===== config.mk =====
export PLATFORM = sky130hd
export DESIGN_NAME = sha256_message_hasher
export DESIGN_NICKNAME = d
export VERILOG_FILES = /design/src/hdl/sha256_pkg.sv /design/src/hdl/sha256_round.sv /design/src/hdl/sha256_message_hasher.sv
export SDC_FILE = /design/constraint.sdc
export NUM_CORES = 2
export LEC_CHECK = 0
export BUFFER_PORTS_ARGS = -buffer_cell sky130_fd_sc_hd__buf_2
export CAP_MARGIN = 10
export CELL_PAD_IN_SITES_DETAIL_PLACEMENT = 1
export CELL_PAD_IN_SITES_GLOBAL_PLACEMENT = 2
export CORE_MARGIN = 2
export CORE_UTILIZATION = 23
export DETAILED_ROUTE_END_ITERATION = 16
export PLACE_DENSITY = 0.49
export SETUP_SLACK_MARGIN = 0.5
export SYNTH_ARGS = -nofsm -noshare
export SYNTH_HDL_FRONTEND = slang
export SYNTH_HIERARCHICAL = 1
export SYNTH_SLANG_ARGS = --single-unit

===== constraint.sdc =====
create_clock -name clk -period 20.1 [get_ports clk]
set_input_delay 3.015 -clock clk [delete_from_list [all_inputs] [get_ports clk]]
set_output_delay 3.015 -clock clk [all_outputs]
set_load 0.02 [all_outputs]

===== src/hdl/sha256_pkg.sv =====
`timescale 1ns / 1ps
package sha256_pkg;

  localparam int unsigned BlockBytes = 64;
  localparam int unsigned Rounds = 64;
  localparam int unsigned CountWidth = 61;
  localparam logic [7:0] PadByte = 8'h80;

  typedef logic [31:0] word_t;

  typedef enum logic [2:0] {
    ST_IDLE,
    ST_LOAD,
    ST_ROUND,
    ST_FOLD,
    ST_PAD,
    ST_OUT
  } state_t;

  typedef struct packed {
    logic start;
    logic busy;
  } comp_ctl_t;

  localparam word_t InitWords [8] = '{
    32'h6a09e667, 32'hbb67ae85, 32'h3c6ef372, 32'ha54ff53a,
    32'h510e527f, 32'h9b05688c, 32'h1f83d9ab, 32'h5be0cd19
  };

  function automatic word_t round_k(input logic [5:0] idx);
    word_t k;
    case (idx)
      6'd0: k = 32'h428a2f98;  6'd1: k = 32'h71374491;
      6'd2: k = 32'hb5c0fbcf;  6'd3: k = 32'he9b5dba5;
      6'd4: k = 32'h3956c25b;  6'd5: k = 32'h59f111f1;
      6'd6: k = 32'h923f82a4;  6'd7: k = 32'hab1c5ed5;
      6'd8: k = 32'hd807aa98;  6'd9: k = 32'h12835b01;
      6'd10: k = 32'h243185be; 6'd11: k = 32'h550c7dc3;
      6'd12: k = 32'h72be5d74; 6'd13: k = 32'h80deb1fe;
      6'd14: k = 32'h9bdc06a7; 6'd15: k = 32'hc19bf174;
      6'd16: k = 32'he49b69c1; 6'd17: k = 32'hefbe4786;
      6'd18: k = 32'h0fc19dc6; 6'd19: k = 32'h240ca1cc;
      6'd20: k = 32'h2de92c6f; 6'd21: k = 32'h4a7484aa;
      6'd22: k = 32'h5cb0a9dc; 6'd23: k = 32'h76f988da;
      6'd24: k = 32'h983e5152; 6'd25: k = 32'ha831c66d;
      6'd26: k = 32'hb00327c8; 6'd27: k = 32'hbf597fc7;
      6'd28: k = 32'hc6e00bf3; 6'd29: k = 32'hd5a79147;
      6'd30: k = 32'h06ca6351; 6'd31: k = 32'h14292967;
      6'd32: k = 32'h27b70a85; 6'd33: k = 32'h2e1b2138;
      6'd34: k = 32'h4d2c6dfc; 6'd35: k = 32'h53380d13;
      6'd36: k = 32'h650a7354; 6'd37: k = 32'h766a0abb;
      6'd38: k = 32'h81c2c92e; 6'd39: k = 32'h92722c85;
      6'd40: k = 32'ha2bfe8a1; 6'd41: k = 32'ha81a664b;
      6'd42: k = 32'hc24b8b70; 6'd43: k = 32'hc76c51a3;
      6'd44: k = 32'hd192e819; 6'd45: k = 32'hd6990624;
      6'd46: k = 32'hf40e3585; 6'd47: k = 32'h106aa070;
      6'd48: k = 32'h19a4c116; 6'd49: k = 32'h1e376c08;
      6'd50: k = 32'h2748774c; 6'd51: k = 32'h34b0bcb5;
      6'd52: k = 32'h391c0cb3; 6'd53: k = 32'h4ed8aa4a;
      6'd54: k = 32'h5b9cca4f; 6'd55: k = 32'h682e6ff3;
      6'd56: k = 32'h748f82ee; 6'd57: k = 32'h78a5636f;
      6'd58: k = 32'h84c87814; 6'd59: k = 32'h8cc70208;
      6'd60: k = 32'h90befffa; 6'd61: k = 32'ha4506ceb;
      6'd62: k = 32'hbef9a3f7; 6'd63: k = 32'hc67178f2;
      default: k = 32'h0;
    endcase
    return k;
  endfunction

  function automatic word_t rotr(input word_t x, input int unsigned n);
    return (x >> n) | (x << (32 - n));
  endfunction

endpackage


===== src/hdl/sha256_round.sv =====
`timescale 1ns / 1ps
module sha256_round (
  input  logic clk,
  input  sha256_pkg::comp_ctl_t ctl,
  input  logic [5:0] round_idx,
  input  sha256_pkg::word_t load_words [16],
  input  sha256_pkg::word_t chain [8],
  output sha256_pkg::word_t work [8]
);
  import sha256_pkg::*;

  word_t w [16];
  word_t v [8];
  word_t w_new, wt, s0, s1, t1, t2;

  // Message schedule as a 16-word shift line; word t is always w[0].
  always_comb begin
    s0 = rotr(w[1], 7) ^ rotr(w[1], 18) ^ (w[1] >> 3);
    s1 = rotr(w[14], 17) ^ rotr(w[14], 19) ^ (w[14] >> 10);
    w_new = w[0] + s0 + w[9] + s1;
    wt = w[0];
    t1 = v[7] + (rotr(v[4], 6) ^ rotr(v[4], 11) ^ rotr(v[4], 25))
       + ((v[4] & v[5]) ^ (~v[4] & v[6])) + round_k(round_idx) + wt;
    t2 = (rotr(v[0], 2) ^ rotr(v[0], 13) ^ rotr(v[0], 22))
       + ((v[0] & v[1]) ^ (v[0] & v[2]) ^ (v[1] & v[2]));
  end

  always_ff @(posedge clk) begin
    if (ctl.start) begin
      w <= load_words;
      v <= chain;
    end else if (ctl.busy) begin
      for (int i = 0; i < 15; i++) w[i] <= w[i+1];
      w[15] <= w_new;
      v[7] <= v[6]; v[6] <= v[5]; v[5] <= v[4];
      v[4] <= v[3] + t1;
      v[3] <= v[2]; v[2] <= v[1]; v[1] <= v[0];
      v[0] <= t1 + t2;
    end
  end

  assign work = v;
endmodule


===== src/hdl/sha256_message_hasher.sv =====
`timescale 1ns / 1ps
// SHA-256 over a byte stream. Each input transfer carries one byte (when
// tuser has_byte is set) and tlast as end-of-message. Byte transfers are
// accepted in the idle state; the one that fills a 64-byte block then holds
// off the input while one shared round unit runs 64 rounds, one per
// cycle, and the chain words fold in. An end transfer pads the message in
// one or two more blocks (a pad step, then the rounds and the fold, per block)
// and then delivers the digest as four 64-bit transfers, part 0 first, tlast
// on part 3; the hasher then restarts with the initial hash values. tready
// is low throughout compression and digest output.
module sha256_message_hasher (
  input  logic        clk,
  input  logic        rst,
  input  logic        s_tvalid,
  output logic        s_tready,
  input  logic [7:0]  s_tdata,   // data_byte
  input  logic        s_tuser,   // has_byte
  input  logic        s_tlast,   // end_of_message
  output logic        m_tvalid,
  input  logic        m_tready,
  output logic [71:0] m_tdata,   // digest_part[63:0], part_index[65:64], zeros
  output logic        m_tlast    // last_part
);
  import sha256_pkg::*;

  state_t state, state_next;
  word_t chain [8];
  word_t work [8];
  // Block buffer as big-endian words: byte 4*j sits in the top lane of word j.
  word_t buffer [BlockBytes/4];
  word_t pad_block [BlockBytes/4];
  logic [CountWidth-1:0] byte_count;
  logic [6:0] round_cnt;
  logic       final_block;  // running the block that holds the length
  logic       finishing;    // message end seen, padding pending
  logic       pad_done;     // pad byte already placed, second block is zero but for the length
  logic       len_fits;     // length goes into the block being padded
  logic [1:0] part;
  logic       accept, out_fire;
  comp_ctl_t  ctl;
  logic [CountWidth+2:0] bit_len;

  assign accept = s_tvalid && s_tready;
  assign out_fire = m_tvalid && m_tready;
  assign bit_len = {byte_count, 3'b000};
  assign len_fits = pad_done || (byte_count[5:0] < 6'd56);

  // Padded image of the buffer: keep the message bytes, place the pad byte,
  // clear the rest (all of it once the pad byte is placed) and drop in the bit length when it fits.
  always_comb begin
    for (int j = 0; j < BlockBytes/4; j++) begin
      for (int b = 0; b < 4; b++) begin
        if (pad_done || 6'(4*j+b) > byte_count[5:0])
          pad_block[j][8*(3-b) +: 8] = 8'h00;
        else if (6'(4*j+b) == byte_count[5:0])
          pad_block[j][8*(3-b) +: 8] = PadByte;
        else
          pad_block[j][8*(3-b) +: 8] = buffer[j][8*(3-b) +: 8];
      end
    end
    if (len_fits) begin
      pad_block[14] = bit_len[63:32];
      pad_block[15] = bit_len[31:0];
    end
  end

  sha256_round u_round (
    .clk(clk), .ctl(ctl), .round_idx(round_cnt[5:0]),
    .load_words(buffer), .chain(chain), .work(work)
  );

  // Next state.
  always_comb begin
    state_next = state;
    case (state)
      ST_IDLE: begin
        if (accept) begin
          if (s_tuser && (byte_count[5:0] == 6'd63)) state_next = ST_LOAD;
          else if (s_tlast) state_next = ST_PAD;
        end
      end
      ST_PAD:   state_next = ST_LOAD;
      ST_LOAD:  state_next = ST_ROUND;
      ST_ROUND: if (round_cnt == 7'(Rounds - 1)) state_next = ST_FOLD;
      ST_FOLD: begin
        if (final_block) state_next = ST_OUT;
        else if (finishing) state_next = ST_PAD;
        else state_next = ST_IDLE;
      end
      ST_OUT:   if (out_fire && part == 2'd3) state_next = ST_IDLE;
      default:  state_next = ST_IDLE;
    endcase
  end

  // Outputs.
  always_comb begin
    s_tready = (state == ST_IDLE);
    ctl.start = (state == ST_LOAD);
    ctl.busy = (state == ST_ROUND);
    m_tvalid = (state == ST_OUT);
    m_tlast = (part == 2'd3);
    m_tdata = {6'd0, part, chain[{part, 1'b0}], chain[{part, 1'b1}]};
  end

  always_ff @(posedge clk) begin
    if (rst) begin
      state <= ST_IDLE;
      byte_count <= '0;
      round_cnt <= '0;
      final_block <= 1'b0;
      finishing <= 1'b0;
      pad_done <= 1'b0;
      part <= '0;
      chain <= InitWords;
    end else begin
      state <= state_next;
      case (state)
        ST_IDLE: begin
          if (accept) begin
            if (s_tuser) begin
              buffer[byte_count[5:2]][{~byte_count[1:0], 3'b000} +: 8] <= s_tdata;
              byte_count <= byte_count + 1'b1;
            end
            finishing <= s_tlast;
          end
        end
        ST_PAD: begin
          buffer <= pad_block;
          if (len_fits) final_block <= 1'b1;
          pad_done <= 1'b1;
        end
        ST_LOAD:  round_cnt <= '0;
        ST_ROUND: round_cnt <= round_cnt + 1'b1;
        ST_FOLD: begin
          for (int i = 0; i < 8; i++) chain[i] <= chain[i] + work[i];
        end
        ST_OUT: begin
          if (out_fire) begin
            part <= part + 1'b1;
            if (part == 2'd3) begin
              chain <= InitWords;
              byte_count <= '0;
              final_block <= 1'b0;
              finishing <= 1'b0;
              pad_done <= 1'b0;
            end
          end
        end
        default: ;
      endcase
    end
  end

  assert property (@(posedge clk) disable iff (rst)
    m_tvalid |-> !s_tready)
    else $error("input open during digest output");
  assert property (@(posedge clk) disable iff (rst)
    (state == ST_FOLD) |-> $past(round_cnt) == 7'(Rounds - 1))
    else $error("fold without full round count");
  assert property (@(posedge clk) disable iff (rst)
    (out_fire && part == 2'd3) |=> (byte_count == '0) && !m_tvalid)
    else $error("hasher did not restart after digest");
endmodule

==> metrics list <==
* Result of the run: complete, no violations
- Once the clock tree was built, the resizer swapped 0 gates to a different size.
- The tool flagged a number of max-cap violations equal to 0.
- Average via count per standard cell: ~4.9
- Drt wl/cell: slightly below 30 µm
- Measured against its own limit, the worst slew margin works out to 14.48%.
- RSZ-0062 raised after global routing: no
- For the finished layout, the period the worst path requires is 9.398 ns.
- In the global route stage, overall resource usage came out at between 20% and 30%.
* Post-synthesis cell type with the largest combined area: sky130_fd_sc_hd__edfxtp_1
- Endpoint arrival time on the critical path: 10.04 ns
- Row Count: 238
- Number of global-route vias before repair: 77,360
- Clock latency on the worst-skew pair, taken at its later pin, is 0.97 ns.
* Total vias in the final route: 73,670
- During placement, the flow inserted port buffers numbering 82.
- Number of filler instances in the final layout: 46,880
* DR pass1 iterations: 5
- Count of H-tree levels built during CTS: 4
- Class of the most critical hold timing path: register to register
- Most used flip-flop cell after synthesis: sky130_fd_sc_hd__edfxtp_1
- The worst setup path is of the register to register kind.
* Unique masters post-synth: 104
- Total core area: 420,800 µm²
* Worst-case hold slack: 0.4919 ns
* Post-synthesis cell area: 97,320 µm²
* Maximum clock insertion buffer count: 4
* Synthesized netlist cell count: 9,149
* Floorplan die area: 428,400 µm²
- CTS saw between 1,500 and 2,000 sinks.
- Buffers inserted to repair hold after CTS numbered 0.
- TritonCTS buffer count: 210
- The initial antenna violation count came to 27.
- In this run the horizontal extent of the chip is ~650 µm.
- Worst-margin pin slew: 1.283 ns
- Number of pins exceeding their max-slew limit in the final report: 0
* Commonest cells in the synthesized netlist: sky130_fd_sc_hd__edfxtp_1, sky130_fd_sc_hd__nor2_1, sky130_fd_sc_hd__a21oi_1
* Number of enable flip-flop cells after synthesis: 1,280
- In this run the mean area of a mapped cell was between 10 and 15 µm².
- Along the worst path, the maximum fanout reaches 68.
- Area contributors post-synth: sky130_fd_sc_hd__edfxtp_1, sky130_fd_sc_hd__mux2_2, sky130_fd_sc_hd__dfxtp_1
- The sequential cells in the finished layout cover a total of 45,100 µm².
* Setup violations, final: 0
- In the final layout, the multi-input gates occupy 49,040 µm².
- The wire-length estimate of the detail-placed layout is 324,200 µm.
- Measured along the y axis, the die boundary spans 654.5 µm.
* Clk pin slew, worst setup/hold paths: 0.06 ns
* Library cell used as clock root buffer: sky130_fd_sc_hd__clkbuf_16
* Total number of nets in the final design: between 9,000 and 10,000
* Syn-to-layout area delta: 13.98%
* Starting utilization of the core area: 23.13%
- Yosys printed 6 warnings.
- Counting flops with an async set or reset pin after synthesis yields a share of 0%.
* Buffers inserted during post-CTS setup optimization: 0
- Residual DRC count: 0
- Adding up every negative setup slack in the final design gives 0 ns.
- Initial drt markers: 4,850
- TritonCTS clock tree: done
- Remaining antenna violation count after routing: 0
- The worst hold path passes through 2 cells.
- Routability Congestion: 0.8630
* Share of final-layout standard cells stronger than drive strength 1: between 15 and 20%
- The count of final hold-check violations was 0.
- Share of the clock period used by the worst path after layout: 46.76%
- The routed design has 439,200 µm of wire.
- Critical path startpoint category: register
* Highest attainable clock frequency: 106.4 MHz
- Setup Skew: 0.09819 ns
* I/O pin cnt: 89
- In this run, synthesis produced a sequential element count of 1,612.
- Measured in cells, the most critical reg-to-reg path has a length of 25.
* Critical path endpoint category: register
* GRT overflow: 0
- Largest net degree at the start of global routing: 151
* Area share of the largest cell type after synthesis: 39.49%
- Wire length of the first global-routing pass: just over 600,000 µm
* Count leader, synth: sky130_fd_sc_hd__edfxtp_1
* Share of the yosys chip area belonging to registers: 46.32%
* Worst path required time: 20.74 ns
-- kinds of logic after synthesis --
kind of cell | count (synthesis) | synth area share, %
muxes | 772 | 9.697
adders and majority gates | 614 | 9.344
buffers and inverters | 895 | 3.484
other | 1 | 0.003853
xor gates and xnor gates | 599 | 5.419
and+or+nand+nor | 2345 | 10.85
AOI/OAI and AO/OA | 2311 | 14.88
DFF | 1612 | 46.32
-- worst max-delay path: stages, from the launching register on --
cell	delay [ns]
sky130_fd_sc_hd__dfxtp_4	0.80
sky130_fd_sc_hd__buf_4	0.68
sky130_fd_sc_hd__and2_1	0.50
sky130_fd_sc_hd__o21ai_0	0.22
sky130_fd_sc_hd__a21o_1	0.23
sky130_fd_sc_hd__a31o_2	0.27
sky130_fd_sc_hd__fa_1	0.55
sky130_fd_sc_hd__inv_1	0.05
sky130_fd_sc_hd__ha_1	0.35
sky130_fd_sc_hd__a2111oi_0	0.46
sky130_fd_sc_hd__a22o_1	0.45
sky130_fd_sc_hd__o21ai_0	0.29
sky130_fd_sc_hd__a21oi_1	0.36
sky130_fd_sc_hd__o21bai_1	0.15
sky130_fd_sc_hd__a41o_1	0.28
sky130_fd_sc_hd__o41ai_1	0.34
sky130_fd_sc_hd__xnor2_1	0.27
sky130_fd_sc_hd__fa_1	0.48
sky130_fd_sc_hd__ha_1	0.40
sky130_fd_sc_hd__and3_1	0.21
sky130_fd_sc_hd__a21boi_0	0.23
sky130_fd_sc_hd__or3b_2	0.50
sky130_fd_sc_hd__o211ai_1	0.31
sky130_fd_sc_hd__a311oi_1	0.19
sky130_fd_sc_hd__xnor2_1	0.16
sky130_fd_sc_hd__mux2_2	0.27
-- registers in the layout (all words and copies together), names as in the netlist --
signal and cells:
u_round/work 256, finishing 1, byte_count 61, round_cnt 7
pad_done 1, part 2, buffer 512, chain 256
u_round/wt 32, final_block 1, state 3, u_round/w 480
-- placed cells by master, fill, tap and decap left out, drive strengths merged, types with 21 or more instances in the layout --
cell       n
nor2b     61
o31ai     34
clkbuf   294
mux4      69
a21boi    28
inv      373
o22ai     93
a211oi    62
a31oi     60
nand2b   132
edfxtp  1280
a32o      23
clkinv    79
ha       398
o22a     102
a21oi    759
nand3    152
nor2     950
a21o     180
and3      67
nor3     116
mux2i     26
xor2     227
buf      246
a22oi     74
and2      44
dfxtp    332
nand2    637
o21ai    557
or3       55
o21bai    61
fa       195
o21a      55
nand4     39
mux2     677
a311oi    22
maj3      21
o211ai    30
xnor2    370
-- layout make-up --
cell class	count	area share (%)
Clock inverter	90	0.6711
Antenna cell	20	0.04511
Multi-Input combinational cell	6647	44.20
Tap cell	5640	6.361
Sequential cell	1612	40.65
Timing Repair Buffer	247	1.552
Inverter	374	1.277
Clock buffer	293	5.238
-- through the flow --
stage / worst slack, ns / cell area, µm² / cells / util (%)
after floorplan: 8.037 / 97340 / 9154 / -
after global placement: 10.70 / 104300 / 14520 / 24.79
after detailed placement: 10.77 / 104300 / 14520 / 24.79
after CTS: 10.68 / 110900 / 14900 / 26.35
after global routing: 10.29 / 110900 / 14910 / 26.35
final: 10.70 / 110900 / 14920 / 26.36
-- path summary, 6_finish.rpt --
path / start / slack (ns) / to
setup / recovery: round_cnt[3] / 10.70 / u_round/work[255]
hold / removal: byte_count[46] / 0.49 / byte_count[46]
setup reg to reg: round_cnt[3] / 10.70 / u_round/work[255]
hold reg to reg: byte_count[46] / 0.49 / byte_count[46]
-- metal layers --
layer	global-route usage, %	part of all wire, %	vias to the layer above
met1	25.99	44	38330
met2	34.77	49	1497
li1	-	-	33310
met4	6.944	3.8	6
met3	1.882	3.5	534
met5	0	0.0098	-
Power is left out: the tool's default activity adds up to more than one toggle a clock period on the data nets, which glitch-free logic cannot reach.
